===== config.mk =====
export PLATFORM = sky130hd
export DESIGN_NAME = text_value_delimiter_chooser_top
export DESIGN_NICKNAME = d
export VERILOG_FILES = /design/src/design/tvdc_pkg.sv /design/src/design/tvdc_front.sv /design/src/design/tvdc_queue.sv /design/src/design/tvdc_back.sv /design/src/design/text_value_delimiter_chooser_top.sv
export SDC_FILE = /design/constraint.sdc
export NUM_CORES = 2
export LEC_CHECK = 0
export BUFFER_PORTS_ARGS = -buffer_cell sky130_fd_sc_hd__buf_2
export CORE_MARGIN = 5
export CORE_UTILIZATION = 64
export CTS_BUF_LIST = sky130_fd_sc_hd__clkbuf_8
export CTS_CLUSTER_DIAMETER = 80
export DETAILED_ROUTE_END_ITERATION = 10
export GPL_ROUTABILITY_DRIVEN = 0
export GPL_TIMING_DRIVEN = 1
export PLACE_DENSITY = 0.87
export SYNTH_ARGS = -nofsm -noshare
export SYNTH_HDL_FRONTEND = slang
export SYNTH_HIERARCHICAL = 1
export SYNTH_SLANG_ARGS = --single-unit

===== constraint.sdc =====
create_clock -name clk -period 12.35 [get_ports clk]
set_input_delay 0.6175 -clock clk [delete_from_list [all_inputs] [get_ports clk]]
set_output_delay 0.6175 -clock clk [all_outputs]
set_load 0.02 [all_outputs]

===== src/design/tvdc_pkg.sv =====
// Shared types, constants and helpers for the text value delimiter chooser.
package tvdc_pkg;

  localparam int COUNT_WIDTH_DEF = 24;
  localparam int QDEPTH = 4;

  localparam logic [2:0] KIND_BARE      = 3'd0;
  localparam logic [2:0] KIND_APOS      = 3'd1;
  localparam logic [2:0] KIND_QUOTE     = 3'd2;
  localparam logic [2:0] KIND_TRIPLE_AP = 3'd3;
  localparam logic [2:0] KIND_TRIPLE_QU = 3'd4;
  localparam logic [2:0] KIND_BLOCK     = 3'd5;

  localparam logic [1:0] REG_ALLOW_BARE   = 2'd0;
  localparam logic [1:0] REG_ALLOW_TRIPLE = 2'd1;
  localparam logic [1:0] REG_LINE_LIMIT   = 2'd2;

  localparam logic [15:0] U_TAB = 16'h09, U_LF = 16'h0A, U_VT = 16'h0B,
    U_CR = 16'h0D, U_SP = 16'h20, U_DQ = 16'h22, U_HASH = 16'h23,
    U_DOLLAR = 16'h24, U_SQ = 16'h27, U_SEMI = 16'h3B, U_BSL = 16'h5C,
    U_UNDER = 16'h5F;

  typedef struct packed {
    logic [15:0] code_unit;
    logic        end_of_string;
  } in_req_t;

  typedef struct packed {
    logic [2:0]  delimiter_kind;
    logic [23:0] line_count;
    logic [23:0] total_units;
    logic [23:0] first_line_units;
    logic [23:0] last_line_units;
    logic [23:0] longest_line_units;
    logic        has_newline_semicolon;
    logic [23:0] longest_semicolon_run;
    logic        trailing_blank;
    logic        backslash_start;
  } out_req_t;

  // Classified unit passed from front to back.
  typedef struct packed {
    logic [15:0] unit;
    logic        is_end;
    logic        has_unit;
    logic        nxt_lf;
    logic        nxt_semi;
  } judged_t;

  function automatic logic ci(input logic [15:0] u, input logic [7:0] lower);
    return (u | 16'h20) == {8'h00, lower};
  endfunction

endpackage


===== src/design/tvdc_front.sv =====
// Front end: holds one unit back so its successor is known, then queues it.
module tvdc_front import tvdc_pkg::*; (
  input  logic    clk,
  input  logic    rst,
  input  in_req_t in_req,
  input  logic    in_valid,
  output logic    in_ready,
  output judged_t q_data,
  output logic    q_push,
  input  logic    q_full
);
  logic [15:0] held_unit;
  logic        held_valid;

  // Push happens when a held unit is judged or when an end marker arrives.
  logic need_push;
  assign need_push = held_valid || in_req.end_of_string;
  assign in_ready  = !(need_push && q_full);
  assign q_push    = in_valid && in_ready && need_push;

  always_comb begin
    q_data.unit     = held_unit;
    q_data.is_end   = 1'b0;
    q_data.has_unit = held_valid;
    q_data.nxt_lf   = !in_req.end_of_string && in_req.code_unit == U_LF;
    q_data.nxt_semi = !in_req.end_of_string && in_req.code_unit == U_SEMI;
    if (in_req.end_of_string) begin
      q_data.is_end = 1'b1;
    end
  end

  always_ff @(posedge clk) begin
    if (rst) begin
      held_valid <= 1'b0;
      held_unit  <= '0;
    end else if (in_valid && in_ready) begin
      held_valid <= !in_req.end_of_string;
      held_unit  <= in_req.code_unit;
    end
  end
endmodule


===== src/design/tvdc_queue.sv =====
// Short queue between the front and back ends.
module tvdc_queue import tvdc_pkg::*; (
  input  logic    clk,
  input  logic    rst,
  input  judged_t wr_data,
  input  logic    push,
  output logic    full,
  output judged_t rd_data,
  output logic    not_empty,
  input  logic    pop
);
  localparam int AW = $clog2(QDEPTH);
  judged_t mem [QDEPTH];
  logic [AW-1:0] wp, rp;
  logic [AW:0]   cnt;

  assign full      = cnt == (AW+1)'(QDEPTH);
  assign not_empty = cnt != '0;
  assign rd_data   = mem[rp];

  always_ff @(posedge clk) begin
    if (push) mem[wp] <= wr_data;
  end

  always_ff @(posedge clk) begin
    if (rst) begin
      wp <= '0; rp <= '0; cnt <= '0;
    end else begin
      if (push) wp <= wp + 1'b1;
      if (pop) rp <= rp + 1'b1;
      cnt <= cnt + (AW+1)'(push) - (AW+1)'(pop);
    end
  end
endmodule


===== src/design/tvdc_back.sv =====
// Back end: statistics update per unit, delimiter choice on end marker.
module tvdc_back import tvdc_pkg::*; #(
  parameter int COUNT_WIDTH = COUNT_WIDTH_DEF
) (
  input  logic     clk,
  input  logic     rst,
  input  logic     allow_bare,
  input  logic     allow_triple,
  input  logic [15:0] line_length_limit,
  input  judged_t  q_data,
  input  logic     q_valid,
  output logic     q_pop,
  output out_req_t out_req,
  output logic     out_valid,
  input  logic     out_ready
);
  localparam int CW = COUNT_WIDTH;
  localparam logic [CW-1:0] CMAX = '1;

  logic [CW-1:0] unit_total, newline_total, return_total, pair_total;
  logic [CW-1:0] first_len, current_len, longest_len, semi_run, semi_run_best;
  logic [2:0]  class_flags;
  logic [1:0]  ar, qr, triple_seen, line_flags;
  logic [15:0] unit_before_held, first_line_last_nonblank;
  logic [15:0] lead [8];

  // An end marker that closes a nonempty value first judges its held unit,
  // then chooses once that is done and the output is free.
  logic out_free, end_stage, judge_end, take, fin;
  assign out_free  = !out_valid || out_ready;
  assign judge_end = q_valid && q_data.is_end && q_data.has_unit && !end_stage;
  assign fin       = q_valid && q_data.is_end && (!q_data.has_unit || end_stage) &&
                     out_free;
  assign take      = (q_valid && !q_data.is_end) || judge_end;
  assign q_pop     = (q_valid && !q_data.is_end) || fin;

  function automatic logic [CW-1:0] inc(input logic [CW-1:0] v);
    return (v != CMAX) ? v + 1'b1 : v;
  endfunction
  function automatic logic [23:0] cap(input logic [CW-1:0] v);
    logic [32:0] w;
    w = 33'(v);
    return (w > 33'hFFFFFF) ? 24'hFFFFFF : w[23:0];
  endfunction
  function automatic logic [23:0] cap_wide(input logic [CW+1:0] v);
    logic [33:0] w;
    w = 34'(v);
    return (w > 34'hFFFFFF) ? 24'hFFFFFF : w[23:0];
  endfunction

  // Per-unit next values.
  logic [15:0] u;
  logic in_first, brk, is_sp, is_semi;
  logic [CW-1:0] ut_n, nl_n, rt_n, pr_n, fl_n, cl_n, ll_n, sr_n, sb_n;
  logic [1:0] ar_n, qr_n, ts_n, lf_n;
  logic [2:0] cf_n;
  logic [15:0] fnb_n;

  always_comb begin
    u = q_data.unit;
    in_first = newline_total == '0 && return_total == '0;
    is_sp = u == U_SP || u == U_TAB || u == 16'h5B || u == 16'h5D ||
            u == 16'h7B || u == 16'h7D;
    is_semi = u == U_SEMI;
    cf_n = class_flags | {u == U_DQ, u == U_SQ, is_sp};
    ar_n = (u == U_SQ) ? ((ar != 2'd3) ? ar + 1'b1 : ar) : 2'd0;
    qr_n = (u == U_DQ) ? ((qr != 2'd3) ? qr + 1'b1 : qr) : 2'd0;
    ts_n = triple_seen | {qr_n == 2'd3, ar_n == 2'd3};
    nl_n = (u == U_LF) ? inc(newline_total) : newline_total;
    rt_n = (u == U_CR) ? inc(return_total) : return_total;
    pr_n = pair_total; sr_n = semi_run; sb_n = semi_run_best;
    cl_n = current_len; brk = 1'b0;
    if (u == U_CR) begin
      if (q_data.nxt_lf) pr_n = inc(pair_total);
      else brk = 1'b1;
    end else if (u == U_LF) begin
      brk = 1'b1;
    end else if (is_semi) begin
      sr_n = inc(semi_run);
      if (sr_n > semi_run_best) sb_n = sr_n;
      cl_n = inc(current_len);
    end else begin
      sr_n = '0;
      cl_n = inc(current_len);
    end
    lf_n = line_flags; fl_n = first_len; ll_n = longest_len;
    if (brk) begin
      if (q_data.nxt_semi) lf_n[0] = 1'b1;
      if (unit_total != '0 && (unit_before_held == U_SP ||
          unit_before_held == U_TAB || unit_before_held == U_VT)) lf_n[1] = 1'b1;
      if ((CW+1)'(nl_n) + (CW+1)'(rt_n) == (CW+1)'(1)) fl_n = cl_n;
      if (cl_n > longest_len) ll_n = cl_n;
      sr_n = '0; cl_n = '0;
    end
    fnb_n = first_line_last_nonblank;
    if (in_first && u != U_CR && u != U_LF && u != U_SP && u != U_TAB) fnb_n = u;
    ut_n = inc(unit_total);
  end

  // End-of-value evaluation on current state.
  logic [CW+1:0] breaks, lines;
  logic single, resv, bare_ok;
  logic [CW-1:0] fl_e, ll_e;
  logic signed [CW+2:0] lim, lng, cur, fst;
  logic [2:0] trip, kind;
  logic [15:0] c0;

  always_comb begin
    c0 = lead[0];
    breaks = (CW+2)'(newline_total) + (CW+2)'(return_total) - (CW+2)'(pair_total);
    lines = breaks + 1'b1;
    single = breaks == '0;
    fl_e = single ? current_len : first_len;
    ll_e = (current_len > longest_len) ? current_len : longest_len;
    lim = (CW+3)'(line_length_limit);
    lng = (CW+3)'(ll_e);
    cur = (CW+3)'(current_len);
    fst = (CW+3)'(fl_e);
    resv = 1'b0;
    if (ci(c0, "d"))
      resv = ci(lead[1], "a") && ci(lead[2], "t") && ci(lead[3], "a") && lead[4] == U_UNDER;
    else if (ci(c0, "g"))
      resv = ci(lead[1], "l") && ci(lead[2], "o") && ci(lead[3], "b") &&
             ci(lead[4], "a") && ci(lead[5], "l") && lead[6] == U_UNDER &&
             unit_total == CW'(7);
    else if (ci(c0, "l"))
      resv = ci(lead[1], "o") && ci(lead[2], "o") && ci(lead[3], "p") &&
             lead[4] == U_UNDER && unit_total == CW'(5);
    else if (ci(c0, "s")) begin
      if (ci(lead[1], "a"))
        resv = ci(lead[2], "v") && ci(lead[3], "e") && lead[4] == U_UNDER;
      else if (ci(lead[1], "t"))
        resv = ci(lead[2], "o") && ci(lead[3], "p") && lead[4] == U_UNDER &&
               unit_total == CW'(5);
    end
    trip = !triple_seen[0] ? KIND_TRIPLE_AP : !triple_seen[1] ? KIND_TRIPLE_QU : KIND_BLOCK;
    bare_ok = allow_bare && !class_flags[0] && c0 != U_SQ && c0 != U_DQ &&
              c0 != U_HASH && c0 != U_DOLLAR && c0 != U_UNDER && c0 != U_SEMI && !resv;
    kind = KIND_BLOCK;
    if (lng > lim) kind = KIND_BLOCK;
    else if (single) begin
      if (bare_ok) kind = KIND_BARE;
      else if (lng <= lim - 2 && !class_flags[1]) kind = KIND_APOS;
      else if (lng <= lim - 2 && !class_flags[2]) kind = KIND_QUOTE;
      else if (allow_triple && lng <= lim - 6) kind = trip;
    end else if (allow_triple && cur < lim - 3 && fst < lim - 3) kind = trip;
  end

  always_ff @(posedge clk) begin
    if (fin) begin
      out_req.delimiter_kind        <= kind;
      out_req.line_count            <= cap_wide(lines);
      out_req.total_units           <= cap(unit_total);
      out_req.first_line_units      <= cap(fl_e);
      out_req.last_line_units       <= cap(current_len);
      out_req.longest_line_units    <= cap(ll_e);
      out_req.has_newline_semicolon <= line_flags[0];
      out_req.longest_semicolon_run <= cap(semi_run_best);
      out_req.trailing_blank        <= line_flags[1];
      out_req.backslash_start       <= kind == KIND_BLOCK && c0 != U_SEMI &&
                                       fl_e != '0 && first_line_last_nonblank == U_BSL;
    end
  end

  always_ff @(posedge clk) begin
    if (rst) out_valid <= 1'b0;
    else if (fin) out_valid <= 1'b1;
    else if (out_ready) out_valid <= 1'b0;
  end

  always_ff @(posedge clk) begin
    if (rst || fin) end_stage <= 1'b0;
    else if (judge_end) end_stage <= 1'b1;
  end

  always_ff @(posedge clk) begin
    if (rst || fin) begin
      unit_total <= '0; newline_total <= '0; return_total <= '0; pair_total <= '0;
      first_len <= '0; current_len <= '0; longest_len <= '0;
      semi_run <= '0; semi_run_best <= '0; class_flags <= '0;
      ar <= '0; qr <= '0; triple_seen <= '0; line_flags <= '0;
      unit_before_held <= '0; first_line_last_nonblank <= '0;
      for (int i = 0; i < 8; i++) lead[i] <= '0;
    end else if (take) begin
      unit_total <= ut_n; newline_total <= nl_n; return_total <= rt_n;
      pair_total <= pr_n; first_len <= fl_n; current_len <= cl_n;
      longest_len <= ll_n; semi_run <= sr_n; semi_run_best <= sb_n;
      class_flags <= cf_n; ar <= ar_n; qr <= qr_n; triple_seen <= ts_n;
      line_flags <= lf_n; unit_before_held <= u; first_line_last_nonblank <= fnb_n;
      for (int i = 0; i < 8; i++)
        if (unit_total == CW'(i)) lead[i] <= u;
    end
  end
endmodule


===== src/design/text_value_delimiter_chooser_top.sv =====
// Top level of the text value delimiter chooser.
//
//  channel | handshake             | payload
//  --------+-----------------------+------------------------------------
//  in      | in_valid / in_ready   | in_req  (code_unit, end_of_string)
//  out     | out_valid / out_ready | out_req (delimiter kind, statistics)
//  cfg     | cfg_valid / cfg_ready | cfg_index, cfg_data
//
// One request per cycle is sustained while the queue has room: each unit
// is held in the front end for one request so its successor is known, then
// pushed into the four-entry queue and judged by the back end in the cycle
// it is popped. An end marker that closes a nonempty value has the back end
// first judge the held unit and then choose, so a value of n units moves n
// queue entries over n+1 requests. The result is valid the cycle after the
// end marker is popped. Reset (rst, synchronous) clears all stream state and
// restores the register defaults. Out stalls back up through the queue into
// in_ready.
module text_value_delimiter_chooser_top import tvdc_pkg::*; #(
  parameter int COUNT_WIDTH = COUNT_WIDTH_DEF
) (
  input  logic        clk,
  input  logic        rst,
  input  in_req_t     in_req,
  input  logic        in_valid,
  output logic        in_ready,
  output out_req_t    out_req,
  output logic        out_valid,
  input  logic        out_ready,
  input  logic [1:0]  cfg_index,
  input  logic [15:0] cfg_data,
  input  logic        cfg_valid,
  output logic        cfg_ready
);
  logic allow_bare, allow_triple;
  logic [15:0] line_length_limit;

  // Registers take writes at any time.
  assign cfg_ready = 1'b1;
  always_ff @(posedge clk) begin
    if (rst) begin
      allow_bare <= 1'b1;
      allow_triple <= 1'b1;
      line_length_limit <= 16'd2048;
    end else if (cfg_valid) begin
      case (cfg_index)
        REG_ALLOW_BARE:   allow_bare <= cfg_data[0];
        REG_ALLOW_TRIPLE: allow_triple <= cfg_data[0];
        REG_LINE_LIMIT:   line_length_limit <= cfg_data;
        default: ;
      endcase
    end
  end

  judged_t f_data, b_data;
  logic f_push, q_full, q_ne, q_pop;

  tvdc_front u_front (
    .clk, .rst, .in_req, .in_valid, .in_ready,
    .q_data(f_data), .q_push(f_push), .q_full
  );

  tvdc_queue u_queue (
    .clk, .rst, .wr_data(f_data), .push(f_push), .full(q_full),
    .rd_data(b_data), .not_empty(q_ne), .pop(q_pop)
  );

  tvdc_back #(.COUNT_WIDTH(COUNT_WIDTH)) u_back (
    .clk, .rst, .allow_bare, .allow_triple, .line_length_limit,
    .q_data(b_data), .q_valid(q_ne), .q_pop,
    .out_req, .out_valid, .out_ready
  );
endmodule

==> results.tsv <==
metric	value	unit
Pint	4.50	mW
worst path bufs/invs	3	
IO buf count	191	
Synth area leader	edfxtp_1	
CTS root buf	clkbuf_8	
Flop pwr share	0.408	
crit path cell chain	buf_4 -> mux4_2 -> or4_1 -> and4bb_2 -> and2_1 -> o21ai_1 -> or3_1 -> nor3_1 -> nand2_1 -> xnor2_1 -> ha_1 -> inv_1 -> a221oi_1 -> o221a_2 -> o2111a_1 -> nand4_1 -> or4_1 -> a21oi_2 -> o2111ai_2 -> buf_4 -> or3_1 -> a21oi_1	
Tot GR Track Use	0.289	
CP arrival	8.51	ns
required time of the critical path	13.00	ns
maximum clock rate	0.127	GHz
overall power	7.08	mW
Final setup viols	0	
Yosys cell types	100	
dpl hpwl	63600	microns
maximum VDD drop	0.296	mV
GRT Residual Overflow	0	
Post-CTS Resized	0	
Sw Share	0.364	
min-delay src	cfg_data[2]	
number of synthesized register bits	643	
power share of the combinational group	0.322	
DRT Wirelength	90200	microns
Seq/Total Area, Yosys	0.453	
I/O pin cnt	193	
Final Max Tran Viols	0	
Netlist Area Pre-Place	0.0359	sq mm
run status	complete, no violations	
row cnt	86	
CTS Buf Count	101	
startpoint types	flip-flop	
CP top delay family	simple AND/OR/NAND/NOR gates	
Worst setup EP type	flip-flop	
Clock Power Share	0.270	
Mean Syn Cell Area	9.69	sq um
critical path type	reg2reg	
Setup TNS Final	0	ns
hold crit path type	in2reg	
Area growth, synth to finish	10.0	%
die area	0.0609	sq mm
core box area	0.0553	sq mm
CTS Sinks	643	
share of the synthesized area in the top cell type	0.283	
vias in the first global route	28100	
pwr dens	179	mW/mm^2
max incr delay on CP	0.69	ns
Synth Warn #	6	
Final Hold Viols	0	
Mapped Cells	3707	
Final Skew	0.0362	ns
Iter 0 DRT Violations	2942	
DR vias	29000	
Max Root-Sink Buffers	3	
layout cells sized above 1	0.113	
Hold Slack	0.155	ns
clk slew on worst S/H paths	0.06	ns
Area contributors post-synth	edfxtp_1 (28%), dfxtp_1 (17%), ha_1 (8.7%), xnor2_1 (4.4%), nor2_1 (4.3%)	
DR DRC count	0	
H-tree depth	3	
top flop regs	u_back/out_req (150), u_back/lead (108), u_queue/mem (80)	
Tmin final	7.86	ns
die height	247	microns
TritonCTS clock tree	built	
width of the die	247	microns
Post-CTS Hold Fix Bufs	0	
global-route wire length before repair	143000	microns
max FFs per register	150	
initial antenna violation count	1	
Via-to-Cell Ratio	6.18	
Worst-Skew Late Latency	0.74	ns
Initial Util	0.649	
max_cap viols	0	
max_slew headroom	0.176	
async set-reset flop share out of synthesis	0	
Post-synth EDFFs	338	
Largest Register	u_back/out_req	
Final ANT Viol Nets	0	
fin crit share	0.637	
slew of the pin with the lowest slew margin	1.23	ns
unrepaired setup endpoints after global routing	no	
Net Switching	2.58	mW
Post-CTS Setup Bufs	0	
fin nets	4166	
CP Max Fanout	25	
critical path's slowest cell	or3_1	
routed len/inst	19.3	microns
Pre-antenna DRT Iters	6	
largest net degree at the start of global routing	171	
LEAKAGE	15.3	nW
Synth Flop Type	edfxtp_1	
syn nets	4024	
routing by layer:
metal,global-route usage,part of all wire,up-vias
met3,0.0520,0.083,333
met4,0.136,0.049,0
met5,0,0,-
li1,-,-,13600
met1,0.372,0.40,13600
met2,0.476,0.47,1451
synth_stat cells, types with 17 or more instances:
master and instances:
nand2b_1 49, and2_1 20, edfxtp_1 338, xnor2_1 179
inv_1 241, xor2_1 71, o21a_1 17, nor3_1 64
nor2b_1 21, a22oi_1 35, o41ai_1 25, ha_1 251
clkbuf_1 132, or3_1 42, mux4_2 20, dfxtp_1 305
nor2_1 414, a21oi_1 191, nand4_1 89, fa_1 26
and3_1 26, nor4_1 71, nand3_1 135, o31ai_1 31
o211ai_1 17, a211oi_1 21, a21o_1 47, nand2_1 338
o21ai_0 149, mux2i_1 67
worst min-delay path, cell delays in order:
cell and delay, ns:
buf_2 0.10, nand2b_1 0.06, mux2i_1 0.06
worst paths after layout:
kind	to	slack (ns)	depth (start not counted)
max	u_back/first_len[21]$_SDFFE_PP0P_	4.49	22
min	line_length_limit[2]$_SDFFE_PP0P_	0.16	3
max reg2reg	u_back/first_len[21]$_SDFFE_PP0P_	4.49	22
min reg2reg	u_back/out_req[17]$_DFFE_PP_	0.46	0
metrics by stage:
stage / setup slack, ns / util / area [sq um] / cells
finish: 4.49 / 0.714 / 39500 / 4684
floorplan: 2.20 / - / 35900 / 3707
global placement: 4.81 / 0.674 / 37300 / 4494
CTS: 4.56 / 0.714 / 39500 / 4683
global route: 3.93 / 0.714 / 39500 / 4684
detailed placement: 4.57 / 0.674 / 37300 / 4494
cell usage in the layout, fill, tap and decap left out, drive strengths merged, types with 11 or more instances in the layout:
cell / n
a211oi: 21
a21bo: 19
a21o: 47
a21oi: 206
a22oi: 35
a31oi: 14
and2: 21
and3: 26
and4: 15
buf: 208
clkbuf: 120
clkinv: 33
dfxtp: 305
edfxtp: 338
fa: 26
ha: 251
inv: 273
mux2i: 67
mux4: 20
nand2: 339
nand2b: 49
nand3: 135
nand3b: 11
nand4: 89
nor2: 414
nor2b: 21
nor3: 65
nor4: 72
o211ai: 17
o21a: 17
o21ai: 156
o31ai: 32
o41ai: 25
or3: 42
or4: 15
xnor2: 179
xor2: 71
logic make-up after synthesis:
| kind of cell | after synthesis | share of synthesized area |
|---|---|---|
| adder cells (fa/ha/maj) | 277 | 0.102 |
| multiplexers | 94 | 0.0334 |
| XOR/XNOR | 251 | 0.0616 |
| buffers and inverters | 416 | 0.0465 |
| AND/OR/NAND/NOR | 1369 | 0.185 |
| AO/OA/AOI/OAI | 656 | 0.119 |
| flip-flops | 643 | 0.453 |
| other | 1 | 0.000104 |
power groups by stage:
stage,clock network [mW],registers [mW],logic [mW]
after floorplan,0,3.13,1.43
after global placement,0,2.91,2.19
after detailed placement,0,2.92,2.23
after CTS,1.94,2.89,2.26
after global routing,2.04,2.92,2.47
final,1.91,2.89,2.28
final cells by class:
class	count	area (sq um)
inverters	247	927
repair buffers	208	1100
clock buffers	120	1650
well taps	748	936
fillers	3970	15800
diodes	1	2.50
clock inverters	69	548
multi-input cells	2648	18100
flip-flops and latches	643	16300
Power figures use the tool's default switching activity.
